==> src/design/b32_pkg.sv <==
// b32_pkg: shared types, constants and the symbol alphabet for the base32 encoder.
// No dependencies; imported by the encoder top, b32_front, b32_queue and b32_back.
package b32_pkg;

   localparam logic [7:0] PAD_CHAR   = 8'h3D;   // '='
   localparam logic [4:0] SYM_MASK   = 5'h1F;
   localparam int unsigned PADDR_W   = 3;
   localparam logic [PADDR_W-1:0] CSR_PAD_ENABLE = 3'd0;

   // One accepted byte, classified: up to three alphabet indexes (two data
   // symbols and the flush symbol) and the number of '=' that follow.
   typedef struct packed {
      logic [2:0][4:0] syms;
      logic [1:0]      n_sym;   // 1 to 3
      logic [2:0]      n_pad;   // 0 to 7
      logic            last;
   } b32_desc_type;

   // RFC 4648 alphabet: A-Z then 2-7
   function automatic logic [7:0] b32_alpha(input logic [4:0] idx);
      logic [7:0] code;
      if (idx < 5'd26) begin
         code = 8'h41 + {3'b000, idx};
      end else begin
         code = 8'h32 + {3'b000, idx - 5'd26};
      end
      return code;
   endfunction

endpackage

==> src/design/b32_ifs.sv <==
// b32_ifs: valid/ready channel interfaces for input bytes and output symbols.
// No dependencies.
interface b32_req_if;
   logic       valid;
   logic       ready;
   logic [7:0] data_byte;
   logic       last_byte;

   modport source (output valid, output data_byte, output last_byte, input ready);
   modport sink   (input valid, input data_byte, input last_byte, output ready);
endinterface

interface b32_rsp_if;
   logic       valid;
   logic       ready;
   logic [7:0] symbol;
   logic       last_symbol;

   modport source (output valid, output symbol, output last_symbol, input ready);
   modport sink   (input valid, input symbol, input last_symbol, output ready);
endinterface

==> src/design/base32_stream_encoder.sv <==
// base32_stream_encoder: streaming RFC 4648 base32 encoder; one byte in, 1-8 chars out.
// A byte's first character passes the queue entry, then the output register, to rsp.
// Throughput: one character per cycle from the back end while rsp is ready; a last
// byte also emits its flush symbol, if any, and its '=' pads.
// Reset (sync, high): clears bit packer, queue, output stage; pad_enable returns to 1.
// Depends on b32_pkg, b32_ifs, b32_front, b32_queue, b32_back.
module base32_stream_encoder
   import b32_pkg::*;
#(
   parameter int unsigned QUEUE_DEPTH = 4
) (
   input  logic               clock,
   input  logic               reset,
   b32_req_if.sink            req_bus,
   b32_rsp_if.source          rsp_bus,
   input  logic               psel,
   input  logic               penable,
   input  logic               pwrite,
   input  logic [PADDR_W-1:0] paddr,
   input  logic [31:0]        pwdata,
   output logic [31:0]        prdata,
   output logic               pready
);

   // Config register: decoded on the word address, low byte bits ignored.
   logic pad_enable_ff, pad_enable_in;
   logic csr_hit;

   assign pready  = 1'b1;
   assign csr_hit = (paddr[PADDR_W-1:2] == CSR_PAD_ENABLE[PADDR_W-1:2]);
   assign prdata  = csr_hit ? {31'd0, pad_enable_ff} : 32'd0;

   always_comb begin
      pad_enable_in = pad_enable_ff;
      if (psel & penable & pwrite & pready & csr_hit) begin
         pad_enable_in = pwdata[0];
      end
   end

   always_ff @(posedge clock) begin
      if (reset) begin
         pad_enable_ff <= 1'b1;
      end else begin
         pad_enable_ff <= pad_enable_in;
      end
   end

   // Front: packs bits, classifies each byte into up to 3 symbols plus pad count.
   b32_desc_type front_desc, back_desc;
   logic         front_valid, front_ready;
   logic         back_valid, back_pop;

   b32_front u_front (
      .clock      (clock),
      .reset      (reset),
      .in_valid   (req_bus.valid),
      .in_byte    (req_bus.data_byte),
      .in_last    (req_bus.last_byte),
      .pad_enable (pad_enable_ff),
      .in_ready   (req_bus.ready),
      .desc_valid (front_valid),
      .desc       (front_desc),
      .desc_ready (front_ready)
   );

   // Queue decouples byte intake from the back end, one char per cycle while rsp is ready.
   b32_queue #(
      .DEPTH (QUEUE_DEPTH)
   ) u_queue (
      .clock      (clock),
      .reset      (reset),
      .push_valid (front_valid),
      .push_desc  (front_desc),
      .push_ready (front_ready),
      .pop_valid  (back_valid),
      .pop_desc   (back_desc),
      .pop_ready  (back_pop)
   );

   // Back: walks each item's characters into the output register.
   b32_back u_back (
      .clock      (clock),
      .reset      (reset),
      .desc_valid (back_valid),
      .desc       (back_desc),
      .desc_pop   (back_pop),
      .out_valid  (rsp_bus.valid),
      .out_symbol (rsp_bus.symbol),
      .out_last   (rsp_bus.last_symbol),
      .out_ready  (rsp_bus.ready)
   );

endmodule

==> src/design/b32_front.sv <==
// b32_front: bit packer; splits each byte into symbol indexes plus pad count.
// Depends on b32_pkg.
module b32_front
   import b32_pkg::*;
(
   input  logic         clock,
   input  logic         reset,
   input  logic         in_valid,
   input  logic [7:0]   in_byte,
   input  logic         in_last,
   input  logic         pad_enable,
   output logic         in_ready,
   output logic         desc_valid,
   output b32_desc_type desc,
   input  logic         desc_ready
);

   logic [3:0]  leftover_bits_ff, leftover_bits_in;
   logic [2:0]  leftover_count_ff, leftover_count_in;
   logic [2:0]  group_pos_ff, group_pos_in;

   logic [2:0]  cnt;
   logic [3:0]  total;
   logic [11:0] acc;
   logic        two;
   logic [3:0]  sh0, sh1, rem;
   logic [2:0]  rem3;
   logic [3:0]  rem_bits;
   logic        flush;
   logic [4:0]  s0, s1, fsym;
   logic [1:0]  n_sym;
   logic [2:0]  gp_new, pad_raw;
   logic [3:0]  pad_cap;
   logic [2:0]  pad_lim;
   logic        accept;

   assign in_ready   = desc_ready;
   assign desc_valid = in_valid;
   assign accept     = in_valid & desc_ready;

   always_comb begin
      cnt      = (leftover_count_ff > 3'd4) ? 3'd4 : leftover_count_ff;
      total    = {1'b0, cnt} + 4'd8;
      acc      = {leftover_bits_ff, in_byte};
      two      = (total >= 4'd10);
      sh0      = total - 4'd5;
      sh1      = total - 4'd10;
      s0       = 5'(acc >> sh0) & SYM_MASK;
      s1       = 5'(acc >> sh1) & SYM_MASK;
      rem      = two ? sh1 : sh0;
      rem3     = rem[2:0];
      rem_bits = acc[3:0] & 4'((5'd1 << rem3) - 5'd1);
      flush    = in_last & (rem3 != 3'd0);
      // leftover bits zero-filled on the right
      fsym     = ({1'b0, rem_bits} << (3'd5 - rem3)) & SYM_MASK;
      n_sym    = (two ? 2'd2 : 2'd1) + {1'b0, flush};
      gp_new   = group_pos_ff + {1'b0, n_sym};
      pad_raw  = 3'd0 - gp_new;
      pad_cap  = 4'd8 - {2'b00, n_sym};
      pad_lim  = ({1'b0, pad_raw} > pad_cap) ? pad_cap[2:0] : pad_raw;

      desc.syms[0] = s0;
      desc.syms[1] = two ? s1 : fsym;
      desc.syms[2] = fsym;
      desc.n_sym   = n_sym;
      desc.n_pad   = (in_last & pad_enable) ? pad_lim : 3'd0;
      desc.last    = in_last;

      leftover_bits_in  = leftover_bits_ff;
      leftover_count_in = leftover_count_ff;
      group_pos_in      = group_pos_ff;
      if (accept) begin
         if (in_last) begin
            leftover_bits_in  = 4'd0;
            leftover_count_in = 3'd0;
            group_pos_in      = 3'd0;
         end else begin
            leftover_bits_in  = rem_bits;
            leftover_count_in = rem3;
            group_pos_in      = gp_new;
         end
      end
   end

   always_ff @(posedge clock) begin
      if (reset) begin
         leftover_bits_ff  <= 4'd0;
         leftover_count_ff <= 3'd0;
         group_pos_ff      <= 3'd0;
      end else begin
         leftover_bits_ff  <= leftover_bits_in;
         leftover_count_ff <= leftover_count_in;
         group_pos_ff      <= group_pos_in;
      end
   end

endmodule

==> src/design/b32_queue.sv <==
// b32_queue: small register FIFO of classified items between front and back.
// Depends on b32_pkg.
module b32_queue
   import b32_pkg::*;
#(
   parameter int unsigned DEPTH = 4
) (
   input  logic         clock,
   input  logic         reset,
   input  logic         push_valid,
   input  b32_desc_type push_desc,
   output logic         push_ready,
   output logic         pop_valid,
   output b32_desc_type pop_desc,
   input  logic         pop_ready
);

   localparam int unsigned PTR_W = (DEPTH > 1) ? $clog2(DEPTH) : 1;
   localparam int unsigned CNT_W = $clog2(DEPTH + 1);
   localparam logic [PTR_W-1:0] LAST_PTR = PTR_W'(DEPTH - 1);
   localparam logic [CNT_W-1:0] FULL_CNT = CNT_W'(DEPTH);

   b32_desc_type     mem_ff [DEPTH];
   logic [PTR_W-1:0] wr_ptr_ff, wr_ptr_in;
   logic [PTR_W-1:0] rd_ptr_ff, rd_ptr_in;
   logic [CNT_W-1:0] count_ff, count_in;
   logic             do_push, do_pop;

   assign push_ready = (count_ff != FULL_CNT);
   assign pop_valid  = (count_ff != '0);
   assign pop_desc   = mem_ff[rd_ptr_ff];
   assign do_push    = push_valid & push_ready;
   assign do_pop     = pop_valid & pop_ready;

   always_comb begin
      wr_ptr_in = wr_ptr_ff;
      rd_ptr_in = rd_ptr_ff;
      count_in  = count_ff;
      if (do_push) begin
         wr_ptr_in = (wr_ptr_ff == LAST_PTR) ? '0 : wr_ptr_ff + 1'b1;
      end
      if (do_pop) begin
         rd_ptr_in = (rd_ptr_ff == LAST_PTR) ? '0 : rd_ptr_ff + 1'b1;
      end
      if (do_push & ~do_pop) begin
         count_in = count_ff + 1'b1;
      end else if (do_pop & ~do_push) begin
         count_in = count_ff - 1'b1;
      end
   end

   always_ff @(posedge clock) begin
      if (reset) begin
         wr_ptr_ff <= '0;
         rd_ptr_ff <= '0;
         count_ff  <= '0;
      end else begin
         wr_ptr_ff <= wr_ptr_in;
         rd_ptr_ff <= rd_ptr_in;
         count_ff  <= count_in;
      end
   end

   always_ff @(posedge clock) begin
      if (do_push) begin
         mem_ff[wr_ptr_ff] <= push_desc;
      end
   end

endmodule

==> src/design/b32_back.sv <==
// b32_back: expands each classified item into characters, one per cycle while
// out_ready allows, into a registered output stage. Depends on b32_pkg.
module b32_back
   import b32_pkg::*;
(
   input  logic         clock,
   input  logic         reset,
   input  logic         desc_valid,
   input  b32_desc_type desc,
   output logic         desc_pop,
   output logic         out_valid,
   output logic [7:0]   out_symbol,
   output logic         out_last,
   input  logic         out_ready
);

   logic [3:0] idx_ff, idx_in;
   logic       valid_ff, valid_in;
   logic [7:0] symbol_ff, symbol_in;
   logic       last_ff, last_in;
   logic [3:0] total;
   logic       at_end;
   logic       emit;

   assign out_valid  = valid_ff;
   assign out_symbol = symbol_ff;
   assign out_last   = last_ff;

   always_comb begin
      total    = {2'b00, desc.n_sym} + {1'b0, desc.n_pad};
      at_end   = (idx_ff == total - 4'd1);
      emit     = desc_valid & (~valid_ff | out_ready);
      desc_pop = emit & at_end;

      idx_in    = idx_ff;
      valid_in  = valid_ff & ~out_ready;
      symbol_in = symbol_ff;
      last_in   = last_ff;
      if (emit) begin
         valid_in  = 1'b1;
         symbol_in = (idx_ff < {2'b00, desc.n_sym}) ? b32_alpha(desc.syms[idx_ff[1:0]])
                                                    : PAD_CHAR;
         last_in   = desc.last & at_end;
         idx_in    = at_end ? 4'd0 : idx_ff + 4'd1;
      end
   end

   always_ff @(posedge clock) begin
      if (reset) begin
         idx_ff   <= 4'd0;
         valid_ff <= 1'b0;
      end else begin
         idx_ff   <= idx_in;
         valid_ff <= valid_in;
      end
      symbol_ff <= symbol_in;
      last_ff   <= last_in;
   end

endmodule
==> src/flat_wrapper.sv <==
// flat-port wrapper written by rule: the top's interface ports become plain ports
module base32_stream_encoder_flat import b32_pkg::*;
#(
   parameter int unsigned QUEUE_DEPTH = 4
)
  (clock, reset, psel, penable, pwrite, paddr, pwdata, prdata, pready, req_bus_valid, req_bus_data_byte, req_bus_last_byte, req_bus_ready, rsp_bus_valid, rsp_bus_symbol, rsp_bus_last_symbol, rsp_bus_ready);
  b32_req_if req_bus_i ();
  b32_rsp_if rsp_bus_i ();
  input  logic clock;
  input  logic reset;
  input  logic psel;
  input  logic penable;
  input  logic pwrite;
  input  logic [PADDR_W-1:0] paddr;
  input  logic [31:0] pwdata;
  output logic [31:0] prdata;
  output logic pready;
  input wire logic [$bits(req_bus_i.valid)-1:0] req_bus_valid;
  input wire logic [$bits(req_bus_i.data_byte)-1:0] req_bus_data_byte;
  input wire logic [$bits(req_bus_i.last_byte)-1:0] req_bus_last_byte;
  output wire logic [$bits(req_bus_i.ready)-1:0] req_bus_ready;
  output wire logic [$bits(rsp_bus_i.valid)-1:0] rsp_bus_valid;
  output wire logic [$bits(rsp_bus_i.symbol)-1:0] rsp_bus_symbol;
  output wire logic [$bits(rsp_bus_i.last_symbol)-1:0] rsp_bus_last_symbol;
  input wire logic [$bits(rsp_bus_i.ready)-1:0] rsp_bus_ready;
  assign req_bus_i.valid = req_bus_valid;
  assign req_bus_i.data_byte = req_bus_data_byte;
  assign req_bus_i.last_byte = req_bus_last_byte;
  assign req_bus_ready = req_bus_i.ready;
  assign rsp_bus_valid = rsp_bus_i.valid;
  assign rsp_bus_symbol = rsp_bus_i.symbol;
  assign rsp_bus_last_symbol = rsp_bus_i.last_symbol;
  assign rsp_bus_i.ready = rsp_bus_ready;
  base32_stream_encoder #(.QUEUE_DEPTH(QUEUE_DEPTH)) u_core (.clock(clock), .reset(reset), .req_bus(req_bus_i), .rsp_bus(rsp_bus_i), .psel(psel), .penable(penable), .pwrite(pwrite), .paddr(paddr), .pwdata(pwdata), .prdata(prdata), .pready(pready));
endmodule
==> config.mk <==
export PLATFORM = sky130hd
export DESIGN_NAME = base32_stream_encoder_flat
export DESIGN_NICKNAME = d
export VERILOG_FILES = /design/src/design/b32_pkg.sv /design/src/design/b32_ifs.sv /design/src/design/base32_stream_encoder.sv /design/src/design/b32_front.sv /design/src/design/b32_queue.sv /design/src/design/b32_back.sv /design/src/flat_wrapper.sv
export SDC_FILE = /design/constraint.sdc
export NUM_CORES = 1
export LEC_CHECK = 0
export ABC_AREA = 0
export BUFFER_PORTS_ARGS = -buffer_cell sky130_fd_sc_hd__buf_4
export CORE_MARGIN = 5
export CORE_UTILIZATION = 25
export CTS_CLUSTER_DIAMETER = 150
export DETAILED_ROUTE_END_ITERATION = 10
export PLACE_DENSITY_LB_ADDON = 0.15
export SETUP_SLACK_MARGIN = 0.05
export SYNTH_ARGS = -nofsm -noshare
export SYNTH_HDL_FRONTEND = slang
export SYNTH_SLANG_ARGS = --single-unit
==> constraint.sdc <==
create_clock -name clock -period 6.5 [get_ports clock]
set_clock_uncertainty 0.05 [all_clocks]
set_input_delay 1.3 -clock clock [delete_from_list [all_inputs] [get_ports clock]]
set_output_delay 1.3 -clock clock [all_outputs]
set_load 0.005 [all_outputs]
Word level (Yosys, flattened, before mapping)
Memories as Yosys holds them, arrays and structs flattened. A register that Yosys moved wholly into a read port is not among the register bits.
Cells that the tools add are included.

storage, ports and cells
  bits in writable memories = 84
  bits in registers = 32
  word-level logic and storage cells = 91
  memories = 1
  input bits = 51

operators by class
  equal/unequal tests = 4
  reductions and logical operators = 3
  bitwise operators = 20
  mux-type cells = 23
  shifts and indexed selects = 4
  $add $sub $neg = 19
  order comparisons = 6

memories
  name                   words  width  read ports  clocked after Yosys merged registers in  wr ports  line             text
  u_core.u_queue.mem_ff  4      21     1           1                                        1         b32_queue.sv:23  b32_desc_type mem_ff [DEPTH];

operator list
  operator                                                             count
  3-bit two-way mux                                                    8
  12-bit by 4-bit right shift with 5-bit output                        2
  1-bit bitwise AND                                                    13
  5-bit binary-select mux with 2-bit select                            1
  2-bit two-way mux                                                    5
  5-bit two-way mux                                                    2
  7-bit by 5-bit adder with 8-bit output (first input constant)        1
  4-bit two-way mux                                                    2
  8-bit two-way mux                                                    1
  4-bit by 1-bit subtractor with 4-bit output (second input constant)  2
  6-bit by 5-bit adder with 7-bit output (first input constant)        1
  3-bit nonzero test                                                   2
  5-bit less-than comparator (second input constant)                   1
  1-bit inverter                                                       5
  4-bit by 3-bit left shift with 5-bit output                          1
  5-bit subtractor (second input constant)                             1
  2-bit by 1-bit adder with 2-bit output (second input constant)       2
  2-bit by 3-bit adder with 4-bit output                               1
  3-bit by 4-bit adder with 4-bit output (second input constant)       1
  4-bit by 1-bit adder with 4-bit output (second input constant)       1
  4-bit bitwise AND                                                    1
  2-bit == test (second input constant)                                2
  4-bit == test                                                        1
  4-bit >= comparator (second input constant)                          1
  other kinds (18)                                                     21

Depth between registers and ports, before layout
  word-level depth = 13
  depth in mapped cells = 23

Modules after synthesis
From an unflattened synthesis, not the netlist that was laid out.

unflattened totals
  cells, all modules = 533
  area, all modules = 6452.4 µm²

modules (own cells, without submodules)
  module                 times used  cells each  area an instance (µm²)
  b32_queue              1           157         3497.1
  b32_front              1           231         1610.3
  b32_back               1           105         1029.7
  base32_stream_encoder  1           40          315.3

Worst setup path before layout
OpenSTA, ideal clock, no wires.

  path type = register to register
  start = register u_core.u_front.leftover_count_ff[0]
  end = memory u_core.u_queue.mem_ff[0][1] (netlist name) (data pin)
  arrival = 4455 ps
  period minus slack after synthesis = 4722 ps
  stages on the path, launching flop included = 23
  buffers on the path = 3
  data required time = 6233 ps
  setup slack = 1778 ps
  setup time = 217 ps
  cells stage by stage = dfxtp_1 > inv_1 > nor2_1 > inv_1 > buf_2 > buf_2 > ha_1 > clkbuf_1 > nand4_1 > a21oi_1 > nand2b_1 > inv_1 > ha_1 > inv_1 > ha_1 > inv_1 > fa_1 > ha_1 > ha_1 > nor2b_1 > o21ai_0 > nor2_1 > a211oi_1

RTL lines
  what                    line             text
  from (decl)             b32_front.sv:19  logic [2:0] leftover_count_ff, leftover_count_in;
  from (signal assigned)  b32_front.sv:92  leftover_count_ff <= leftover_count_in;
  to (decl)               b32_queue.sv:23

==> key figures <==
Yosys
  – Yosys Warn Count: 0
  – Seq/Total Area, Yosys: 0.5144
  – Post-synth EDFFs: 92
  – Post-synth cell types: 59
  – Complex-gate fraction of the synthesized area: 0.09290
  – Yosys reg bits: 117
  – Area share of fa/ha/maj cells after synthesis: 0.05483
  – Post-synth ARST share: 0
  – Synth Area in XOR/XNOR: 0.02347
  – Simple-gate area share of the yosys netlist: 0.1008
  – Combinational family with the most area after synthesis: multiplexers
  – Avg Inst Size Synth: 12.41 sq um
  – Mapped Area: 0.006344 sq mm
  – Ys flop type: edfxtp_1
  – Post-synthesis mux area share: 0.1312
  – Cells after Synth: 511

Route
  – Initial DRC count: 243
  – Vias/cell: 4.370
  – Routed WL: 13.81 mm
  – DRC Markers: 0
  – Average wire per standard cell: 15.62 um
  – DR pass1 iterations: 4
  – Final ANT Viol Nets: 0
  – Vias: 3,863

Clock network
  – Post-CTS Hold Buffers: 0
  – Post-CTS sizing: 0
  – H-tree depth: 4
  – Clock buffer depth: 2
  – Post CTS Setup Buffer Count: 0
  – Clock latency on the worst-skew pair: 0.41 ns
  – CTS Buf Count: 17
  – Root Driver: clkbuf_16
  – CTS tree: yes
  – Clock Pin Slew Worst Setup and Hold Paths: 0.05 ns
  – CTS sink count: 117

GRT
  – Global-route wire length before repair: 22.07 mm
  – Grt total ovfl: 0
  – Initial antenna violation count: 0
  – Largest net degree at the start of global routing: 29
  – GRT Resource Usage Total: 0.09974
  – Vias in the first global route: 3,976

Cells and area
  – Commonest non-fill, non-tap cell in the layout: edfxtp_1
  – Design area: 0.007321 sq mm
  – Finished Core Util: 0.2916
  – Fin cells: 884
  – Layout cell share with drive strength beyond 1: 0.1805
  – Most frequent cells in the layout: edfxtp_1 (92), buf_4 (39), nor2_1 (33), conb_1 (33), inv_1 (32)
  – Ant diodes: 0
  – Nets: 619
  – Area Growth Syn to Fin: 15.40%

Critical path
  – Reg2Reg Setup Slack: 1.13 ns
  – CP Capture Type: flop
  – Most used cell, CP: ha_1
  – Worst setup path endpoint: u_core.u_queue.mem_ff[0][1]
  – Worst path slowest cell: fa_1
  – Critical Path RT: 6.61 ns
  – Arrival @ worst endpoint: 5.48 ns
  – Worst Setup Start Kind: flop
  – Worst reg2reg path depth: 20
  – R2r endpoint: u_core.u_queue.mem_ff[0][1]
  – Crit path from: u_core.u_front.leftover_count_ff[1]
  – Crit-path max cell delay: 0.48 ns
  – Worst-path cell chain: buf_4 > inv_1 > nor2_1 > clkinv_1 > ha_1 > nand4_1 > a21oi_1 > nand2b_1 > inv_1 > ha_1 > inv_1 > ha_1 > inv_1 > fa_1 > ha_1 > ha_1 > nor2b_1 > o21ai_0 > nor2_1 > a211oi_1
  – RR Startpoint: u_core.u_front.leftover_count_ff[1]
  – Max FO, Critical Path: 14
  – CP Class: reg2reg

Min path
  – Hold WC Path Type: reg2reg

Timing
  – Worst rel slew slack: 0.3933
  – RSZ-0062 raised after global routing: no
  – Fin. Hold Viols: 0
  – Final Cycle Share: 0.8261
  – Slew Viols, Final: 0
  – Worst Max-Slew Pin Slew: 0.9088 ns
  – Min Tclk post-route: 5.370 ns
  – Setup violations, final: 0
  – Setup TNS: 0 ns
  – Peak Freq: 186.2 MHz

Pwr
  – LEAKAGE: 2.700 nW
  – Worst VDD drop: 167.7 uV
  – Power density over cell area: 419.6 mW/mm^2

Place
  – DP HPWL: 9.592 mm
  – DP Area: 0.006774 sq mm
  – Number of port buffers: 28
  – Placed insts: 853
  – Gp weighted congestion: 0.7755

Die
  – Top Ports: 95
  – Die Span Y: 169.3 um
  – Starting Density: 0.2526
  – Die area: 0.02866 sq mm
  – Num rows: 58
  – Core Region: 0.02511 sq mm
  – Die Wd: 169.3 um

Job
  – Max Cap Violations: 0

Run status
  – Status: completed
[logic make-up (layout without fill, tap and decap cells)]
kind of cell	Yosys count	count (layout)
and+or+nand+nor	122	122
DFF	117	117
buffers and inverters	91	103
AOI/OAI and AO/OA	89	89
muxes	47	47
adders and majority gates	26	26
xor gates and xnor gates	17	17
other	2	33
[metrics by stage]
| step | hold slack [ns] | setup WS [ns] | power, mW |
|---|---|---|---|
| 6_report | 0.4232 | 1.130 | 3.072 |
| 5_1_grt | 0.4686 | 0.6193 | 3.295 |
| 4_1_cts | 0.4277 | 1.102 | 3.132 |
| 3_5_place_dp | 0.4201 | 1.135 | 2.245 |
| 3_3_place_gp | 0.4065 | 1.216 | 2.210 |
| 2_1_floorplan | 0.3992 | 1.778 | 1.962 |
[state kept, by name, indices dropped and copies added (netlist names), named ones only]
signal	count
u_core.u_queue.mem_ff	84
u_core.u_back.out_symbol	7
u_core.u_back.idx_ff	4
u_core.u_front.leftover_bits_ff	4
u_core.u_front.group_pos_ff	3
u_core.u_front.leftover_count_ff	3
u_core.u_queue.count_ff	3
u_core.u_queue.rd_ptr_ff	2
u_core.u_queue.wr_ptr_ff	2
u_core.pad_enable_ff	1
u_core.u_back.out_last	1
u_core.u_back.out_valid	1
[how the worst min path moves through the flow]
| stage | to | start | cells after the start |
|---|---|---|---|
| final | u_core.u_back.out_valid | u_core.u_back.out_valid | 2 |
| after global placement | u_core.u_back.out_valid | u_core.u_back.out_valid | 2 |
| after detailed placement | u_core.u_back.out_valid | u_core.u_back.out_valid | 2 |
| after global routing | u_core.pad_enable_ff | u_core.pad_enable_ff | 1 |
| after CTS | u_core.u_back.out_valid | u_core.u_back.out_valid | 2 |
| after floorplan | u_core.u_front.leftover_bits_ff[1] | u_core.u_front.leftover_bits_ff[1] | 2 |
[layout make-up]
cell class                      count  area [sq um]
Clock buffer                       19         432.9
Clock inverter                     12         113.9
Fill cell                        2639         17790
Inverter                           33         123.9
Multi-Input combinational cell    334          2681
Sequential cell                   117          3263
Tap cell                          330         412.9
Timing Repair Buffer               39         292.8
[critical path: cells and delay by family (launching register included)]
kind	cells	cell delay (ns)
AOI/OAI and AO/OA	3	1.03
adders and majority gates	6	1.97
and+or+nand+nor	5	0.81
DFF	1	0.30
buffers and inverters	6	0.96
[where the power goes]
group / switching, mW / total (mW) / internal, mW
logic: 0.618 / 1.11 / 0.491
registers: 0.0762 / 1.10 / 1.02
clock network: 0.315 / 0.868 / 0.553
total: 1.01 / 3.07 / 2.06
[synth_stat cells (3+ instances only)]
| master | instances | area [sq um] |
|---|---|---|
| edfxtp_1 | 92 | 2763 |
| o22ai_1 | 3 | 18.77 |
| mux4_2 | 17 | 382.9 |
| o211ai_1 | 6 | 45.04 |
| buf_2 | 8 | 40.04 |
| and3_1 | 4 | 25.02 |
| a21o_1 | 3 | 22.52 |
| o21ai_0 | 23 | 115.1 |
| xor2_1 | 9 | 78.83 |
| or2_2 | 5 | 31.28 |
| mux2i_1 | 19 | 190.2 |
| buf_4 | 33 | 247.7 |
| nand2_1 | 30 | 112.6 |
| ha_1 | 23 | 287.8 |
| a221oi_1 | 3 | 26.28 |
| nor2b_1 | 8 | 50.05 |
| mux4_1 | 9 | 236.5 |
| a211oi_1 | 3 | 22.52 |
| inv_1 | 32 | 120.1 |
| nand2b_1 | 9 | 56.30 |
| nor2_1 | 33 | 123.9 |
| nand4_1 | 3 | 18.77 |
| dfxtp_1 | 25 | 500.5 |
| fa_1 | 3 | 60.06 |
| nand3_1 | 5 | 25.02 |
| nor3_1 | 6 | 30.03 |
| a21oi_1 | 31 | 155.2 |
| nand4b_1 | 4 | 35.03 |
| xnor2_1 | 8 | 70.07 |
| clkbuf_1 | 12 | 45.04 |
[per-layer routing]
metal	GRT usage	vias to the layer above	share of wire	wire length [um]
li1	-	1873	-	-
met5	0	-	0	0
met2	0.1620	75	0.48	6648
met1	0.1290	1903	0.47	6429
met4	0.03465	0	0.0098	136
met3	0.02679	12	0.043	597
Power figures use the tool's default switching activity.
